### config.mk
export PLATFORM = sky130hd
export DESIGN_NAME = ofr_out
export DESIGN_NICKNAME = d
export VERILOG_FILES = /design/src/rtl/ordered_fragment_reassembler_unit_macros.svh /design/src/rtl/ofr_pkg.sv /design/src/rtl/ofr_out.sv
export SDC_FILE = /design/constraint.sdc
export NUM_CORES = 1
export LEC_CHECK = 0
export BUFFER_PORTS_ARGS = -buffer_cell sky130_fd_sc_hd__buf_2
export CORE_UTILIZATION = 30
export CTS_BUF_LIST = sky130_fd_sc_hd__clkbuf_2 sky130_fd_sc_hd__clkbuf_4 sky130_fd_sc_hd__clkbuf_8
export CTS_CLUSTER_DIAMETER = 200
export DETAILED_ROUTE_END_ITERATION = 16
export RECOVER_POWER = 100
export SLEW_MARGIN = 10
export SYNTH_ARGS = -nofsm -noshare
export SYNTH_HDL_FRONTEND = slang
export SYNTH_SLANG_ARGS = --single-unit
### constraint.sdc
create_clock -name clk -period 0.94 [get_ports clk]
set_input_delay 0.282 -clock clk [delete_from_list [all_inputs] [get_ports clk]]
set_output_delay 0.282 -clock clk [all_outputs]
set_load 0.01 [all_outputs]
### src/rtl/ordered_fragment_reassembler_unit_macros.svh
// ============================================================================
// Assertion macros for the ordered fragment reassembler
// Shared property shorthands. Each one samples on clk and is disabled in rst.
// ============================================================================
`ifndef ORDERED_FRAGMENT_REASSEMBLER_UNIT_MACROS_SVH
`define ORDERED_FRAGMENT_REASSEMBLER_UNIT_MACROS_SVH

// The consequent must hold in the same cycle as the antecedent.
`define OFR_ASSERT_IMPL(lbl, ante, cons, msg) \
  lbl: assert property (@(posedge clk) disable iff (rst) (ante) |-> (cons)) else $error(msg);

// The consequent must hold in the cycle after the antecedent.
`define OFR_ASSERT_NEXT(lbl, ante, cons, msg) \
  lbl: assert property (@(posedge clk) disable iff (rst) (ante) |=> (cons)) else $error(msg);

`endif

### src/rtl/ofr_pkg.sv
// ============================================================================
// ofr_pkg
// Shared constants, codes and structs of the ordered fragment reassembler.
// ============================================================================
`timescale 1ns / 1ps

package ofr_pkg;

  // Reassembly buffer size and derived widths.
  localparam int BUF_BYTES = 4096;
  localparam int ADDR_W    = $clog2(BUF_BYTES);
  localparam int LEN_W     = 13;
  localparam int FIELD_W   = 17;
  localparam int MAG_W     = FIELD_W - 1;
  localparam int RADDR_W   = 12;
  localparam logic [LEN_W-1:0] CAP_RESET = LEN_W'(4096);
  localparam logic [LEN_W-1:0] BUF_LIMIT = LEN_W'(BUF_BYTES);

  // Item kinds carried in the input tuser.
  typedef enum logic [1:0] {
    ACT_HEADER = 2'd0,
    ACT_DATA   = 2'd1,
    ACT_READ   = 2'd2,
    ACT_UNUSED = 2'd3
  } action_t;

  // Result status codes.
  typedef enum logic [3:0] {
    ST_AWAIT         = 4'd0,
    ST_STORED        = 4'd1,
    ST_INCOMPLETE    = 4'd2,
    ST_COMPLETE      = 4'd3,
    ST_READ_OK       = 4'd4,
    ST_NEGATIVE      = 4'd5,
    ST_OVER_CAP      = 4'd6,
    ST_FIRST_LARGE   = 4'd7,
    ST_NO_MESSAGE    = 4'd8,
    ST_TOTAL_CHANGED = 4'd9,
    ST_BAD_OFFSET    = 4'd10,
    ST_OVERRUN       = 4'd11,
    ST_SEQUENCE      = 4'd12
  } status_t;

  // One input item, unpacked.
  typedef struct packed {
    action_t                    action;
    logic signed [FIELD_W-1:0]  total_len;
    logic signed [FIELD_W-1:0]  fragment_offset;
    logic signed [FIELD_W-1:0]  fragment_length;
    logic [7:0]                 data_byte;
    logic [RADDR_W-1:0]         read_address;
  } item_t;

  // Reassembly context of the message in progress.
  typedef struct packed {
    logic             active;
    logic [LEN_W-1:0] exp_total;
    logic [LEN_W-1:0] received;
    logic [LEN_W-1:0] wr_ptr;
    logic [LEN_W-1:0] frag_end;
    logic             expecting;
  } ctx_t;

  // Result of one item handed from the control to the output stage.
  typedef struct packed {
    status_t          status;
    logic             dropped;
    logic [LEN_W-1:0] message_length;
    logic             use_ram;
  } result_t;

endpackage

### src/rtl/ofr_out.sv
// ============================================================================
// ofr_out
// Output register: holds one result until the consumer takes it.
// ============================================================================
`timescale 1ns / 1ps

module ofr_out (
  input  logic                      clk,
  input  logic                      rst,
  input  logic                      accept,
  input  ofr_pkg::result_t          res,
  input  logic [7:0]                ram_rdata,
  input  logic                      out_ready,
  output logic                      out_valid,
  output logic                      in_ready,
  output ofr_pkg::status_t          status,
  output logic                      dropped_previous,
  output logic [ofr_pkg::LEN_W-1:0] message_length,
  output logic [7:0]                read_data
);

  ofr_pkg::result_t held;

  // The stage takes a new result when empty or when its result leaves now.
  assign in_ready = !out_valid || out_ready;

  // Valid flag.
  always_ff @(posedge clk) begin
    if (rst) begin
      out_valid <= 1'b0;
    end else if (in_ready) begin
      out_valid <= accept;
    end
  end

  // Result payload; buffer read data joins from the registered RAM port.
  always_ff @(posedge clk) begin
    if (accept) begin
      held <= res;
    end
  end

  assign status           = held.status;
  assign dropped_previous = held.dropped;
  assign message_length   = held.message_length;
  assign read_data        = held.use_ram ? ram_rdata : 8'd0;

endmodule

Word-level counts from Yosys, hierarchy flattened
Index checks and enable logic that the tools add are counted.
- logic and storage cells: 8
- output and inout bits: 28
- register bits: 20
- input port bits: 31
- reductions and logical operators: 2
- mux-type cells: 1
- operator list (kind ; count):
    2-to-1 mux 8 bit ; 1
    logical NOT 1 bit ; 1
    logical OR 1 bit ; 1

Longest topological paths before layout
- depth after elaboration: 2
- mapped depth: 2
- mapped depth without buffers: 2

Worst setup path after synthesis
Ideal clock, no wire load.
- kind: register to output
- from: register held[0] (netlist name)
- to: output port read_data[4]
- data required time: 0.658 ns
- path buffers: 0
- slack: 0.041 ns
- cell stages (with the launch flop): 2
- arrival: 0.617 ns
- cell sequence: edfxtp_1 and2_1
- longest elaborated chain between the ends: 1
- RTL lines (what ; RTL line ; text):
    start, declared ; ofr_out.sv:22 ; ofr_pkg::result_t held;
    start signal, assigned ; ofr_out.sv:39 ; held <= res;
    2-to-1 mux 8 bit ; ofr_out.sv:46 ; assign read_data = held.use_ram ? ram_rdata : 8'd0;
    end, declared ; ofr_out.sv:19 ; output logic [7:0] read_data
No other way between the ends.

Worst setup path in the final report
- from: register held[0] (netlist name)
- to: output port read_data[3]
The elaborated chain is that of the path after synthesis.

==> run metrics <==
first-pass iteration count of the detailed router=3; crit path DAT=1.06 ns; clock sinks=20; placed cell area=between 1000 and 1500 µm²; mapped cell area=~800 µm²; Worst path slowest cell=edfxtp_1; IO Count=59; vias=around 510; CTS hold repair buffers=0; delay-heaviest family, CP=flip-flops; CTS Buf Count=3; final period utilization=142%; GP Congestion=approximately 0.64; Max Clock Freq=about 0.75 GHz; IO Port Bufs=58; Required @ worst endpoint=between 0.6 and 0.7 ns; Highest Signal Layer=met4; Power, Total=roughly 1.8 mW; final setup violating endpoints=28; CTS Root Cell=clkbuf_4; clock latency on the worst-skew pair=around 0.29 ns; fin area=between 1000 and 1500 µm²; drt drc=0; PwrDens=roughly 1700 nW/µm²; Total Wirelength=1.25 mm; Max-Cap Viols=0; die area=2860 µm²; setup slack after layout=-0.398 ns; Buf+Inv Stages, Crit Path=1; die span in y=~53 µm; Leak Pwr=approximately 0.5 nW; flops & latches, synth=20; outcome=finished, violations left; TritonCTS clock tree=built; post-synthesis cell type count=7; Metal-1 WL=476 µm; first-pass GRT wire length=~1.8 mm; clock slew at reported path FFs=0.10 ns; failing checks=negative setup slack; multi-input logic area=72.6 µm²; Worst setup SP type=flop; Hold WC Path Type=input pin to flop; Antenna Cells=0; DRT iter0 DRCs=2; area grow syn2layout=34.6%; worst-path cell chain=and2_1 > buf_2; Seq/Total Area, Yosys=approximately 74%; worst-margin pin slew=about 0.36 ns; grt ovf=0; wire length on met2=566 µm; Min Clock Period, post-route=around 1.3 ns; antenna viol nets, final=0; starting density of the core=between 30% and 40%; largest net degree at the start of global routing=16; RSZ-0062 raised after global routing=yes; commonest non-fill, non-tap cells in the layout=buf_2 (55), edfxtp_1 (19), and2_1 (8); fill cell count=about 230; Avg Cell Area, Syn=16.6 µm²; Final HPWL DP=approximately 1000 µm; nets@finish=about 130; routed wl met3=about 190 µm; count of pins over their slew limit=0; drt wl/cell=9.86 µm; total track usage=roughly a tenth; slowest cell delay on critical path=around 0.46 ns; Rel. slew slack=approximately 76%; WS Path Type=flop to output pin; crit-path max FO=8; CTS H-Tree Depth=1; Yosys warnings=0; vias in the first global route=between 400 and 500; die outline width=~53 µm; initial antenna violation count=0; commonest non-fill, non-tap cell in the layout=buf_2; detail-routed via count per cell=4.04; CP endpoint kind=output pin; cell count after synthesis=48; # rows=18; share of cells above drive strength 1=between 60 and 70%; CTS max path bufs=2; core area=between 2000 and 2500 µm²; Syn Nets=79; Fin. Hold Viols=0; Reg area=between 500 and 600 µm²; VDD IR max=0.00121 V; DP Worst Slack=-0.0971 ns; final setup skew=0 ns
## kinds of logic after synthesis
| group | after synthesis | share of synthesized area (%) |
|---|---|---|
| flops | 20 | 74.3 |
| compound gates | 1 | 1.10 |
| simple gates | 9 | 8.03 |
| buf+inv | 18 | 16.5 |
## final timing paths
kind / start / to / slack, ns / cells past startpoint
worst min-delay path: rst / out_valid / 0.13 / 2
worst min register to register: out_valid / out_valid / 0.71 / 4
worst max-delay path: held[0] / read_data[3] / -0.40 / 2
worst max register to register: out_valid / out_valid / 0.06 / 4
## report_power, final
| part | internal, mW | switching [mW] | leakage (nW) |
|---|---|---|---|
| clock | 0.236 | 0.237 | 0.0210 |
| sequential | 1.05 | 0.0214 | 0.195 |
| combinational | 0.127 | 0.113 | 0.286 |
| total | 1.41 | 0.371 | 0.502 |
## layout make-up
class	count	area share [%]
Clock buffer	4	3.39
Inverter	1	0.351
Multi-Input combinational cell	10	6.78
Sequential cell	20	55.6
Tap cell	30	3.51
Timing Repair Buffer	62	30.4
## registers in the layout, summed over array words and instances (netlist names)
register          flops
status                4
held                  1
dropped_previous      1
out_valid             1
message_length       13
## repair_timing
item	in CTS	in global routing
endpoints found under the setup margin	28	28
gates resized for setup	3	1
buffers inserted	1	1
pin swaps	1	0
## metal layers
metal	vias up	track usage, %
li1	244	-
met1	220	10.0
met2	47	15.2
met3	2	3.45
met4	0	9.21
met5	-	0
## synth_stat cells, drive strengths merged
cell type	number	share of area, %
dfxtp	1	2.5
edfxtp	19	72
inv	1	0.47
and2	8	6.3
buf	17	16
nand2b	1	1.7
a21oi	1	1.1
## stage by stage
step,setup TNS (ns),hold slack (ns),cells,utilization (%)
after detailed placement,-0.665,0.450,121,40.9
after global routing,-7.59,0.117,127,42.8
after global placement,-0.394,0.441,121,40.9
after floorplan,0,0.344,48,-
after CTS,-6.73,0.115,126,43.2
final,-6.01,0.132,127,42.8
## worst reg2reg max path, stage by stage, from the launching register on
cell and delay [ns]:
dfxtp_4 0.38, nand2b_4 0.06, buf_4 0.12, buf_4 0.12, a21oi_2 0.12
Note: power is estimated with default switching activity, not from simulation.
