File: src/rtl/ordered_fragment_reassembler_unit_macros.svh
// ============================================================================
// Assertion macros for the ordered fragment reassembler
// Shared property shorthands. Each one samples on clk and is disabled in rst.
// ============================================================================
`ifndef ORDERED_FRAGMENT_REASSEMBLER_UNIT_MACROS_SVH
`define ORDERED_FRAGMENT_REASSEMBLER_UNIT_MACROS_SVH

// The consequent must hold in the same cycle as the antecedent.
`define OFR_ASSERT_IMPL(lbl, ante, cons, msg) \
  lbl: assert property (@(posedge clk) disable iff (rst) (ante) |-> (cons)) else $error(msg);

// The consequent must hold in the cycle after the antecedent.
`define OFR_ASSERT_NEXT(lbl, ante, cons, msg) \
  lbl: assert property (@(posedge clk) disable iff (rst) (ante) |=> (cons)) else $error(msg);

`endif

File: src/rtl/ofr_pkg.sv
// ============================================================================
// ofr_pkg
// Shared constants, codes and structs of the ordered fragment reassembler.
// ============================================================================
`timescale 1ns / 1ps

package ofr_pkg;

  // Reassembly buffer size and derived widths.
  localparam int BUF_BYTES = 4096;
  localparam int ADDR_W    = $clog2(BUF_BYTES);
  localparam int LEN_W     = 13;
  localparam int FIELD_W   = 17;
  localparam int MAG_W     = FIELD_W - 1;
  localparam int RADDR_W   = 12;
  localparam logic [LEN_W-1:0] CAP_RESET = LEN_W'(4096);
  localparam logic [LEN_W-1:0] BUF_LIMIT = LEN_W'(BUF_BYTES);

  // Item kinds carried in the input tuser.
  typedef enum logic [1:0] {
    ACT_HEADER = 2'd0,
    ACT_DATA   = 2'd1,
    ACT_READ   = 2'd2,
    ACT_UNUSED = 2'd3
  } action_t;

  // Result status codes.
  typedef enum logic [3:0] {
    ST_AWAIT         = 4'd0,
    ST_STORED        = 4'd1,
    ST_INCOMPLETE    = 4'd2,
    ST_COMPLETE      = 4'd3,
    ST_READ_OK       = 4'd4,
    ST_NEGATIVE      = 4'd5,
    ST_OVER_CAP      = 4'd6,
    ST_FIRST_LARGE   = 4'd7,
    ST_NO_MESSAGE    = 4'd8,
    ST_TOTAL_CHANGED = 4'd9,
    ST_BAD_OFFSET    = 4'd10,
    ST_OVERRUN       = 4'd11,
    ST_SEQUENCE      = 4'd12
  } status_t;

  // One input item, unpacked.
  typedef struct packed {
    action_t                    action;
    logic signed [FIELD_W-1:0]  total_len;
    logic signed [FIELD_W-1:0]  fragment_offset;
    logic signed [FIELD_W-1:0]  fragment_length;
    logic [7:0]                 data_byte;
    logic [RADDR_W-1:0]         read_address;
  } item_t;

  // Reassembly context of the message in progress.
  typedef struct packed {
    logic             active;
    logic [LEN_W-1:0] exp_total;
    logic [LEN_W-1:0] received;
    logic [LEN_W-1:0] wr_ptr;
    logic [LEN_W-1:0] frag_end;
    logic             expecting;
  } ctx_t;

  // Result of one item handed from the control to the output stage.
  typedef struct packed {
    status_t          status;
    logic             dropped;
    logic [LEN_W-1:0] message_length;
    logic             use_ram;
  } result_t;

endpackage

File: src/rtl/ofr_ctrl.sv
// ============================================================================
// ofr_ctrl
// Header checks, reassembly context, capacity register and buffer access.
// ============================================================================
`timescale 1ns / 1ps
`include "ordered_fragment_reassembler_unit_macros.svh"

module ofr_ctrl (
  input  logic                       clk,
  input  logic                       rst,
  input  logic                       accept,
  input  ofr_pkg::item_t             item,
  input  logic                       cfg_valid,
  input  logic [ofr_pkg::LEN_W-1:0]  cfg_data,
  output ofr_pkg::result_t           res,
  output logic                       ram_we,
  output logic [ofr_pkg::ADDR_W-1:0] ram_waddr,
  output logic [7:0]                 ram_wdata,
  output logic                       ram_re,
  output logic [ofr_pkg::ADDR_W-1:0] ram_raddr
);

  ofr_pkg::ctx_t                  state;
  ofr_pkg::ctx_t                  state_next;
  logic [ofr_pkg::LEN_W-1:0]      capacity;
  logic [ofr_pkg::LEN_W-1:0]      cap_eff;
  logic [ofr_pkg::MAG_W-1:0]      total;
  logic [ofr_pkg::MAG_W-1:0]      off;
  logic [ofr_pkg::MAG_W-1:0]      len;
  logic                           any_neg;
  logic [ofr_pkg::LEN_W-1:0]      remain;
  logic [ofr_pkg::LEN_W-1:0]      wr_inc;
  logic                           rd_hit;

  // Capacity above the buffer size acts as the buffer size.
  assign cap_eff = (capacity > ofr_pkg::BUF_LIMIT) ? ofr_pkg::BUF_LIMIT : capacity;

  // Header fields as magnitudes; the sign bits flag a corrupt header.
  assign total   = item.total_len[ofr_pkg::MAG_W-1:0];
  assign off     = item.fragment_offset[ofr_pkg::MAG_W-1:0];
  assign len     = item.fragment_length[ofr_pkg::MAG_W-1:0];
  assign any_neg = item.total_len[ofr_pkg::FIELD_W-1] |
                   item.fragment_offset[ofr_pkg::FIELD_W-1] |
                   item.fragment_length[ofr_pkg::FIELD_W-1];
  assign remain  = state.exp_total - state.received;
  assign wr_inc  = state.wr_ptr + ofr_pkg::LEN_W'(1);
  assign rd_hit  = ({1'b0, item.read_address} < (ofr_pkg::RADDR_W+1)'(ofr_pkg::BUF_BYTES));

  // Buffer port addressing.
  assign ram_waddr = state.wr_ptr[ofr_pkg::ADDR_W-1:0];
  assign ram_wdata = item.data_byte;
  assign ram_raddr = item.read_address[ofr_pkg::ADDR_W-1:0];

  // Decision logic for one item.
  always_comb begin
    state_next         = state;
    res.status         = ofr_pkg::ST_SEQUENCE;
    res.dropped        = 1'b0;
    res.message_length = '0;
    res.use_ram        = 1'b0;
    ram_we             = 1'b0;
    ram_re             = 1'b0;
    case (item.action)
      ofr_pkg::ACT_HEADER: begin
        if (any_neg) begin
          state_next = '0;
          res.status = ofr_pkg::ST_NEGATIVE;
        end else if (off == '0) begin
          // First fragment: any unfinished message is discarded.
          state_next = '0;
          if (total > ofr_pkg::MAG_W'(cap_eff)) begin
            res.status = ofr_pkg::ST_OVER_CAP;
          end else if (len > total) begin
            res.status = ofr_pkg::ST_FIRST_LARGE;
          end else begin
            res.dropped          = state.active;
            state_next.active    = 1'b1;
            state_next.exp_total = total[ofr_pkg::LEN_W-1:0];
            if (len != '0) begin
              state_next.frag_end  = len[ofr_pkg::LEN_W-1:0];
              state_next.expecting = 1'b1;
              res.status           = ofr_pkg::ST_AWAIT;
            end else if (total != '0) begin
              res.status = ofr_pkg::ST_INCOMPLETE;
            end else begin
              state_next = '0;
              res.status = ofr_pkg::ST_COMPLETE;
            end
          end
        end else if (state.expecting) begin
          state_next = '0;
          res.status = ofr_pkg::ST_SEQUENCE;
        end else if (!state.active) begin
          state_next = '0;
          res.status = ofr_pkg::ST_NO_MESSAGE;
        end else if (total != ofr_pkg::MAG_W'(state.exp_total)) begin
          state_next = '0;
          res.status = ofr_pkg::ST_TOTAL_CHANGED;
        end else if (off != ofr_pkg::MAG_W'(state.received)) begin
          state_next = '0;
          res.status = ofr_pkg::ST_BAD_OFFSET;
        end else if (len > ofr_pkg::MAG_W'(remain)) begin
          state_next = '0;
          res.status = ofr_pkg::ST_OVERRUN;
        end else if (len == '0) begin
          // Empty continuation ends the fragment at the current count.
          if (state.received < state.exp_total) begin
            res.status = ofr_pkg::ST_INCOMPLETE;
          end else begin
            state_next         = '0;
            res.status         = ofr_pkg::ST_COMPLETE;
            res.message_length = state.received;
          end
        end else begin
          state_next.wr_ptr    = off[ofr_pkg::LEN_W-1:0];
          state_next.frag_end  = off[ofr_pkg::LEN_W-1:0] + len[ofr_pkg::LEN_W-1:0];
          state_next.expecting = 1'b1;
          res.status           = ofr_pkg::ST_AWAIT;
        end
      end
      ofr_pkg::ACT_DATA: begin
        if (!state.expecting || state.wr_ptr >= state.frag_end ||
            state.wr_ptr >= ofr_pkg::BUF_LIMIT) begin
          state_next = '0;
          res.status = ofr_pkg::ST_SEQUENCE;
        end else begin
          ram_we            = accept;
          state_next.wr_ptr = wr_inc;
          if (wr_inc < state.frag_end) begin
            res.status = ofr_pkg::ST_STORED;
          end else if (state.frag_end < state.exp_total) begin
            state_next.received  = state.frag_end;
            state_next.expecting = 1'b0;
            res.status           = ofr_pkg::ST_INCOMPLETE;
          end else begin
            state_next         = '0;
            res.status         = ofr_pkg::ST_COMPLETE;
            res.message_length = state.frag_end;
          end
        end
      end
      ofr_pkg::ACT_READ: begin
        res.status  = ofr_pkg::ST_READ_OK;
        res.use_ram = rd_hit;
        ram_re      = accept & rd_hit;
      end
      default: begin
        res.status = ofr_pkg::ST_SEQUENCE;
      end
    endcase
  end

  // Context and capacity registers.
  always_ff @(posedge clk) begin
    if (rst) begin
      state    <= '0;
      capacity <= ofr_pkg::CAP_RESET;
    end else begin
      if (accept) begin
        state <= state_next;
      end
      if (cfg_valid) begin
        capacity <= cfg_data;
      end
    end
  end

  // Context invariants.
  `OFR_ASSERT_IMPL(a_expect_active, state.expecting, state.active, "payload expected with no message")
  `OFR_ASSERT_IMPL(a_ptr_below_end, state.expecting, state.wr_ptr < state.frag_end, "write pointer past fragment end")
  `OFR_ASSERT_IMPL(a_end_in_total, state.active, state.frag_end <= state.exp_total, "fragment end beyond total")
  `OFR_ASSERT_IMPL(a_count_below_total, state.active, state.received < state.exp_total, "active message already complete")
  `OFR_ASSERT_NEXT(a_ptr_advance, accept && res.status == ofr_pkg::ST_STORED, state.wr_ptr == ofr_pkg::LEN_W'($past(state.wr_ptr) + ofr_pkg::LEN_W'(1)), "write pointer did not advance")

endmodule

File: config.mk
export PLATFORM = sky130hd
export DESIGN_NAME = ofr_ctrl
export DESIGN_NICKNAME = d
export VERILOG_FILES = /design/src/rtl/ofr_pkg.sv /design/src/rtl/ofr_ctrl.sv
export VERILOG_INCLUDE_DIRS = /design/src /design/src/rtl
export SDC_FILE = /design/constraint.sdc
export NUM_CORES = 1
export LEC_CHECK = 0
export BUFFER_PORTS_ARGS = -buffer_cell sky130_fd_sc_hd__buf_2
export CAP_MARGIN = 30
export CELL_PAD_IN_SITES_DETAIL_PLACEMENT = 1
export CELL_PAD_IN_SITES_GLOBAL_PLACEMENT = 1
export CORE_MARGIN = 2
export CORE_UTILIZATION = 38
export CTS_CLUSTER_DIAMETER = 30
export DETAILED_ROUTE_END_ITERATION = 8
export PLACE_DENSITY_LB_ADDON = 0.1
export SETUP_SLACK_MARGIN = 0.5
export SLEW_MARGIN = 10
export SYNTH_ARGS = -nofsm -noshare
export SYNTH_HDL_FRONTEND = slang
export SYNTH_SLANG_ARGS = --single-unit
File: constraint.sdc
create_clock -name clk -period 4.4 [get_ports clk]
set_input_delay 0.44 -clock clk [delete_from_list [all_inputs] [get_ports clk]]
set_output_delay 0.44 -clock clk [all_outputs]
set_load 0.02 [all_outputs]
Word-level counts from Yosys, hierarchy flattened. Index checks and enable logic that the tools add are counted.

Register bits: 67. Input bits: 90. Output and inout port bits: 53. Word-level logic and storage cells: 105.

$add $sub $neg: 3. $lt $le $gt $ge: 9. Equal/unequal tests: 9. Muxes and demuxes: 60. Bitwise operators: 2. Reduce and logical (&&, ||, !) cells: 15.

Operators by type and width (count): two-way mux 54 bit (13); two-way mux 13 bit (13); case mux 54 bit (2 select lines) (1); two-way mux 27 bit (2); two-way mux 14 bit (3); two-way mux 40 bit (1); less-than comparator 13 bit (3); two-way mux 4 bit (9); greater-than comparator 16 x 13 -> 1 bit (2); logical NOT 16 bit (2); != test 16 x 13 -> 1 bit (2); nonzero test 16 bit (2); two-way mux 26 bit (1); case mux 13 bit (2 select lines) (1); != test 9 bit (second input constant) (2); greater-than comparator 16 bit (1); adder 13 x 1 -> 13 bit (second input constant) (1); adder 13 bit (1); >= comparator 13 bit (1); >= comparator 13 bit (second input constant) (1); greater-than comparator 13 bit (second input constant) (1); subtractor 13 bit (1); case mux 4 bit (3 select lines) (1); two-way mux 1 bit (11); 15 further kinds (22).

Depth between registers and ports, before layout. Gate-level depths: netlist (run 1).

Depth after elaboration: 11. Mapped depth: 22. Depth with buffers taken out: 21.

Worst setup path after synthesis (run 1). No wires, ideal clock.

Path type: register -> output. From: reg state[27] in the netlist's numbering. To: out res[10] in the netlist's numbering. Arrival: 4114 ps. Required time: 3960 ps. Path slack: -154 ps. Stages on the path, launching flop included: 21. Path buffers: 1. Cell sequence: dfxtp_1 > ha_1 > inv_1 > fa_1 > a21o_1 > a21oi_1 > o21bai_1 > a31o_2 > a211o_1 > a21oi_1 > o21bai_1 > xnor2_1 > ha_1 > and3_1 > a22oi_1 > and3b_1 > nor3b_2 > o211ai_2 > nor3_2 > buf_2 > a22o_1.

RTL lines: start, declared (RTL line ofr_ctrl.sv:23) `ofr_pkg::ctx_t state;`; start signal, assigned (RTL line ofr_ctrl.sv:160) `state <= state_next;`; end, declared (RTL line ofr_ctrl.sv:15) `output ofr_pkg::result_t res,`.

==> flow_summary_export.csv, run 1 <==
group,metric,value,unit
route,avgRoutedWirePerCell,22.8,um
global_routing,grt_ovf,0,
sta,finalWorstSetupSlack,-0.442,ns
route,routed_wl_met2,14500,um
setup_path,worstRegToRegCells,26,
sta,whs,0.313,ns
setup_path,crit_path_cell_trace,"inv_2 > ha_4 > inv_2 > fa_2 > a21o_1 > a21oi_2 > o21bai_1 > a31o_2 > a211o_1 > a21oi_2 > o21bai_1 > xnor2_1 > ha_1 > and3_4 > a22oi_2 > and3b_1 > nor3b_4 > buf_6 > o21ai_0 > a21o_1 > a21oi_2 > a21oi_2 > buf_4",
status,outcome,"complete, but fails checks",
sta,final.period_utilization,110,%
setup_path,setup.worst_path.start,"state[40]",
pwr,switchingPower,0.593,mW
floorplan,initial_utilization,38.7,%
setup_path,timing.critical_path.slowest_cell_delay,0.34,ns
setup_path,reg2reg_from,"state[40]",
route,wl_met1,12600,um
clock_network,cts_max_level,3,
clock_network,clkSinkCount,67,
cells_and_area,most-common-layout-cells,"105 x sky130_fd_sc_hd__ha_1, 93 x sky130_fd_sc_hd__nand2_1, 88 x sky130_fd_sc_hd__buf_2",
logic_synthesis,synth_cells,900,
pwr,intPower,1.19,mW
route,route.detailed.drc,0,
cells_and_area,post_route_cells_drive_above_1_share,28.7,%
setup_path,timing.critical_path.to,"res[15]",
clock_network,cts_inserted_buffers,9,
setup_path,criticalPathCategory,"reg -> out",
global_routing,initial_antenna_violation_count,0,
route,routed-via-count,7475,
logic_synthesis,yosys.cell_types.count,73,
pwr,power_leakage,4.06,nW
sta,timing.final.setup_violations,43,
cells_and_area,layout.nets,1245,
setup_path,kind_of_launch_point_of_the_worst_setup_path,"flop",
logic_synthesis,syn-cell-area,7240,sq um
floorplan,ioPinCount,143,
sta,timing_worst_slew_pin_value,0.878,ns
setup_path,timing.critical_path.arrival,4.40,ns
route,detail_route.iter0.violations,321,
sta,fmaxAchievable,0.207,GHz
setup_path,critical_path_peak_fanout,2,
route,top_signal_layer_used,"met4",
setup_path,cp_common_cell,"sky130_fd_sc_hd__a21oi_2",
sta,hold_violations,0,
logic_synthesis,synthDominantCellAreaShare,18.5,%
logic_synthesis,synth_warn,0,
logic_synthesis,async_flop_share,0,%
route,route.met3.wl,1150,um
pwr,p_per_area,192,nW/um^2
route,count_of_tritonroute_iterations_in_the_first_routing_pass,4,
route,ant_nets,0,
setup_path,worst-r2r-setup-slack,-0.27,ns
logic_synthesis,yosys_most_used_dff,"sky130_fd_sc_hd__dfxtp_1",
global_routing,grt_max_degree,29,
flow_run,max-cap-violations,0,
clock_network,cts_tree,"built",
floorplan,die_w,142,um
sta,unrepaired_setup_endpoints_after_global_routing,"yes",
cells_and_area,antenna_cells_inserted,0,
global_routing,wire_length_of_the_first_global_routing_pass,44800,um
sta,timing.final.max_slew_violations,0,
logic_synthesis,yosys_register_bits,67,
logic_synthesis,synth_area_per_cell,8.04,sq um
sta,relative_slew_slack,41.4,%
logic_synthesis,yosys-top-cells-area,"sky130_fd_sc_hd__dfxtp_1 19%, sky130_fd_sc_hd__ha_1 18%, sky130_fd_sc_hd__nand2_1 4.8%, sky130_fd_sc_hd__xnor2_1 4.4%, sky130_fd_sc_hd__a21oi_1 4.0%",
setup_path,critical-path-top-delay-family,"compound AO/OA/AOI/OAI gates",
floorplan,floorplan_die_area,20200,sq um
sta,post_route_skew,0.00768,ns
setup_path,required,3.96,ns
pwr,p_total,1.78,mW
route,viasPerCell,5.81,
floorplan,die_height,142,um
status,violations,"negative setup slack",
pwr,power.clock.fraction,38.3,%
placed_design,pre_cts_ws,-0.237,ns
clock_network,clock_latency,0.35,ns
pwr,combinationalPowerShare,26.2,%
logic_synthesis,synth-seq-area-share,18.5,%
global_routing,grt_pass1_vias,7683,
logic_synthesis,syn-num-nets,1098,
pwr,relative_contribution_of_sequential_cells_to_total_power,35.5,%
setup_path,crit_cells,23,
clock_network,clk_transition_reported_paths,0.06,ns
logic_synthesis,number_of_enable_flip_flop_cells_after_synthesis,0,
floorplan,floorplan_core_area,18700,sq um
route,wl,29300,um
setup_path,critical_path_slowest_stage_cell,"sky130_fd_sc_hd__fa_2",
clock_network,clock_path_buffers,2,
cells_and_area,mostFrequentLayoutCell,"sky130_fd_sc_hd__ha_1",
placed_design,gpl.final_weighted_congestion,0.944,
placed_design,hpwl,23000,um
cells_and_area,post-route-util,49.6,%
pwr,switching_share,33.3,%
pwr,power.ir.vdd_worst,0.000167,V
setup_path,path_buf_inv,4,
sta,period_minus_slack,4.84,ns
hold_path,min-delay-path-class,"in -> reg",
setup_path,worstReg2RegEnd,"state[6]",
placed_design,numPortBuffers,102,
floorplan,floorplan.rows,50,
cells_and_area,synthToLayoutAreaGrowth,28.2,%
logic_synthesis,netlist.top_cell.by_area,"sky130_fd_sc_hd__dfxtp_1",
setup_path,end_kind,"output port",
global_routing,grt_util_all_layers,29.1,%
clock_network,cts_root_buffer,"sky130_fd_sc_hd__clkbuf_16",
==> sequential cells by signal (all words and copies together) (netlist names) <==
name,cells
state,42
ram_waddr,12
capacity,13
==> repair_timing <==
item	CTS	global route
pin swaps	17	8
endpoints found under the setup margin	70	70
buffers inserted	17	6
hold buffers	0	0
cloned	3	2
gates resized for setup	66	37
==> power groups by stage <==
| stage | clock, mW | combinational [mW] | sequential [mW] |
|---|---|---|---|
| 2_1_floorplan | 0 | 0.289 | 0.642 |
| 3_3_place_gp | 0 | 0.424 | 0.644 |
| 3_5_place_dp | 0 | 0.429 | 0.644 |
| 4_1_cts | 0.692 | 0.443 | 0.631 |
| 5_1_grt | 0.717 | 0.513 | 0.633 |
| 6_report | 0.682 | 0.466 | 0.631 |
==> how the worst min path moves through the flow <==
stage                      start  cells after the start  slack, ns           end
finish              cfg_data[12]                      3       0.31  capacity[12]
global route        cfg_data[11]                      3       0.33  capacity[11]
CTS                 cfg_data[12]                      3       0.31  capacity[12]
detailed placement   capacity[0]                      2       0.48   capacity[0]
global placement     capacity[8]                      2       0.47   capacity[8]
floorplan            capacity[0]                      2       0.45   capacity[0]
==> cells in the mapped netlist (19+ instances only) <==
cell type and n:
sky130_fd_sc_hd__ha_1 106, sky130_fd_sc_hd__nand2_1 93, sky130_fd_sc_hd__inv_1 71, sky130_fd_sc_hd__dfxtp_1 67
sky130_fd_sc_hd__a21oi_1 58, sky130_fd_sc_hd__nor2_1 52, sky130_fd_sc_hd__xnor2_1 36, sky130_fd_sc_hd__buf_4 35
sky130_fd_sc_hd__o21ai_0 35, sky130_fd_sc_hd__mux2i_1 27, sky130_fd_sc_hd__nand4_1 22, sky130_fd_sc_hd__xor2_1 22
sky130_fd_sc_hd__o211ai_1 21, sky130_fd_sc_hd__nand3_1 19
==> metrics by stage <==
stage          setup TNS [ns]  instances  instance area (sq um)
2_1_floorplan               0        900                   7400
3_3_place_gp            -1.57       1241                   8320
3_5_place_dp            -4.09       1242                   8320
4_1_cts                 -7.74       1278                   8990
5_1_grt                -25.62       1286                   9280
6_report               -12.03       1286                   9280
==> per-layer routing <==
layer	vias to the layer above	GRT usage (%)
met4	0	11.3
met3	62	3.84
met2	171	51.0
met5	-	0
li1	3557	-
met1	3685	36.3
==> worst register-to-register path: cells and delay by family, from the launching register on <==
kind / cells / cell delay [ns]
compound gates: 12 / 2.04
xor+xnor: 1 / 0.13
fa+ha+maj: 3 / 0.77
buf+inv: 7 / 0.74
flops: 1 / 0.32
simple gates: 3 / 0.62
==> cells by family (layout without fill, tap and decap cells) <==
family	count (synthesis)	after routing	share of synthesized area (%)
buf+inv	130	281	8.90
xor+xnor	58	58	7.02
compound gates	243	243	24.0
fa+ha+maj	108	108	18.9
simple gates	267	268	19.0
flops	67	67	18.5
mux	27	27	3.73
==> layout make-up <==
cell class              instances  area, sq um
fillers                      2276         9420
multi-input cells             704         5680
inverters                      71          267
clock buffers                  10          229
flip-flops and latches         67         1350
clock inverters                 6         42.5
repair buffers                194         1420
well taps                     234          293
(Power assumes the default switching activity.)
==> inputs of run 2 (changes only) <==
- CORE_UTILIZATION: 38 -> 39
- CTS_BUF_LIST: default -> sky130_fd_sc_hd__clkbuf_8
==> flow_summary_export.csv, run 2 (synthesis results as in run 1) <==
group,metric,value,unit
status,outcome,"complete, but fails checks",
status,violations,"negative setup slack",
clock_network,cts_inserted_buffers,9,
sta,finalWorstSetupSlack,-0.579,ns
global_routing,grt_pass1_vias,7829,
global_routing,wire_length_of_the_first_global_routing_pass,45100,um
sta,whs,0.304,ns
cells_and_area,mostFrequentLayoutCell,"sky130_fd_sc_hd__ha_1",
clock_network,cts_tree,"built",
sta,timing_worst_slew_pin_value,0.915,ns
cells_and_area,synthToLayoutAreaGrowth,28.1,%
sta,relative_slew_slack,39.0,%
setup_path,cp_common_cell,"sky130_fd_sc_hd__a21oi_2",
clock_network,clock_latency,0.37,ns
sta,period_minus_slack,4.98,ns
pwr,power_leakage,4.06,nW
route,count_of_tritonroute_iterations_in_the_first_routing_pass,5,
flow_run,max-cap-violations,0,
global_routing,grt_max_degree,29,
floorplan,floorplan_die_area,19700,sq um
clock_network,clkSinkCount,67,
clock_network,cts_root_buffer,"sky130_fd_sc_hd__clkbuf_8",
route,route.detailed.drc,0,
sta,finalSetupTns,-19.75,ns
route,wl,29900,um
global_routing,grt_ovf,0,
hold_path,min-delay-path-class,"in -> reg",
setup_path,timing.critical_path.arrival,4.54,ns
global_routing,initial_antenna_violation_count,0,
pwr,p_per_area,179,nW/um^2
floorplan,floorplan.rows,49,
clock_network,cts_hold_buffers,0,
setup_path,required,3.96,ns
route,viasPerCell,5.95,
sta,fmaxAchievable,0.201,GHz
hold_path,worst_hold_path.num_cells,3,
route,detail_route.iter0.violations,429,
sta,final.period_utilization,113,%
route,avgRoutedWirePerCell,23.3,um
cells_and_area,layout.nets,1248,
floorplan,initial_utilization,40.0,%
setup_path,timing.critical_path.slowest_cell_delay,0.33,ns
floorplan,die_w,140,um
placed_design,numPortBuffers,102,
setup_path,kind_of_launch_point_of_the_worst_setup_path,"flop",
clock_network,cts_max_level,3,
setup_path,critical_path_slowest_stage_cell,"sky130_fd_sc_hd__dfxtp_2",
placed_design,gpl.final_weighted_congestion,0.977,
hold_path,min-delay-start,"cfg_data[6]",
clock_network,clock_path_buffers,2,
hold_path,whs_endpoint,"capacity[6]",
cells_and_area,largest_reg_flops,42,
clock_network,clk_transition_reported_paths,0.08,ns
sta,timing.final.setup_violations,69,
floorplan,ioPinCount,143,
global_routing,grt_util_all_layers,29.9,%
floorplan,die_height,140,um
sta,unrepaired_setup_endpoints_after_global_routing,"yes",
route,routed-via-count,7638,
sta,hold_violations,0,
cells_and_area,post_route_cells_drive_above_1_share,28.2,%
setup_path,crit_path_cell_trace,"inv_2 > ha_4 > inv_2 > fa_2 > a21o_1 > a21oi_2 > o21bai_1 > a31o_2 > a211o_1 > a21oi_2 > o21bai_1 > xnor2_1 > ha_1 > and3_4 > a22oi_2 > and3b_2 > nor3b_4 > buf_6 > o21ai_0 > a21o_1 > a21oi_2 > a21oi_2 > buf_4",
setup_path,critical_path_peak_fanout,2,
setup_path,criticalPathCategory,"reg -> out",
setup_path,worstRegToRegCells,27,
setup_path,end_kind,"output port",
setup_path,worst-r2r-setup-slack,-0.39,ns
route,ant_nets,0,
sta,timing.final.max_slew_violations,0,
sta,post_route_skew,0.00792,ns
cells_and_area,register_containing_the_most_flip_flops_in_the_final_layout,"state",
cells_and_area,antenna_cells_inserted,0,
setup_path,path_buf_inv,4,
setup_path,critical-path-top-delay-family,"compound AO/OA/AOI/OAI gates",
setup_path,worstReg2RegEnd,"state[9]",
setup_path,reg2reg_from,"state[40]",
cells_and_area,most-common-layout-cells,"105 x sky130_fd_sc_hd__ha_1, 92 x sky130_fd_sc_hd__nand2_1, 86 x sky130_fd_sc_hd__buf_2",
floorplan,floorplan_core_area,18100,sq um
pwr,power.ir.vdd_worst,0.000127,V
placed_design,hpwl,23100,um
## run 2: cell count changes in the layout (fill, tap and decap cells not counted), moves of 5 or more
cell                        change
sky130_fd_sc_hd__buf_4          -6
sky130_fd_sc_hd__buf_6          +7
sky130_fd_sc_hd__clkbuf_16      -8
sky130_fd_sc_hd__clkbuf_8      +10
sky130_fd_sc_hd__o32ai_2        -5
## run 2: stage by stage
stage	area (sq um)	instances	setup WS (ns)	power, mW	util [%]
finish	9280	1284	-0.579	1.66	51.3
global placement	8360	1238	-0.0555	1.07	46.2
detailed placement	8360	1238	-0.210	1.08	46.2
CTS	8980	1272	-0.530	1.64	49.7
floorplan	7400	900	0.0619	0.931	-
global route	9280	1284	-0.790	1.74	51.3
## run 2: per-layer routing
metal  global-route usage, %  vias up  share of wire (%)
li1                        -     3566                  -
met1                    37.1     3714                 42
met2                    50.3      267                 47
met3                    4.85       91                5.6
met4                    14.6        0                5.4
met5                       0        -                  0
## run 2: worst max path at each step
stage | start | slack [ns] | to | depth (start not counted)
detailed placement | state[40] | -0.21 | res[15] | 23
global route | state[40] | -0.79 | res[15] | 23
finish | state[40] | -0.58 | res[15] | 23
CTS | state[40] | -0.53 | res[3] | 22
global placement | state[40] | -0.06 | res[15] | 23
floorplan | state[40] | 0.06 | res[10] | 21
## run 2: area by class of cell
type                       instances  area, sq um
sequential                        67         1350
tap                              229          287
clock inverter                     6         65.1
inverter                          71          267
clock buffer                      10          138
timing repair buffer             196         1530
multi-input combinational        705         5640
fill                            2184         8810
## run 2: repair_timing
action / in CTS / in global routing
buffers inserted: 15 / 8
endpoints found under the setup margin: 70 / 70
pin swaps: 11 / 12
resized for setup: 70 / 29
cloned: 3 / 3
## run 2: worst min-delay path, delay by kind of cell
family                 cells  cell delay (ns)
buffers and inverters      1             0.08
AND/OR/NAND/NOR            1             0.07
multiplexers               1             0.05
## run 2: power breakdown
part,switching [mW],internal [mW],total (mW)
registers,0.0106,0.618,0.629
logic,0.284,0.188,0.472
clock network,0.280,0.277,0.557
total,0.574,1.08,1.66
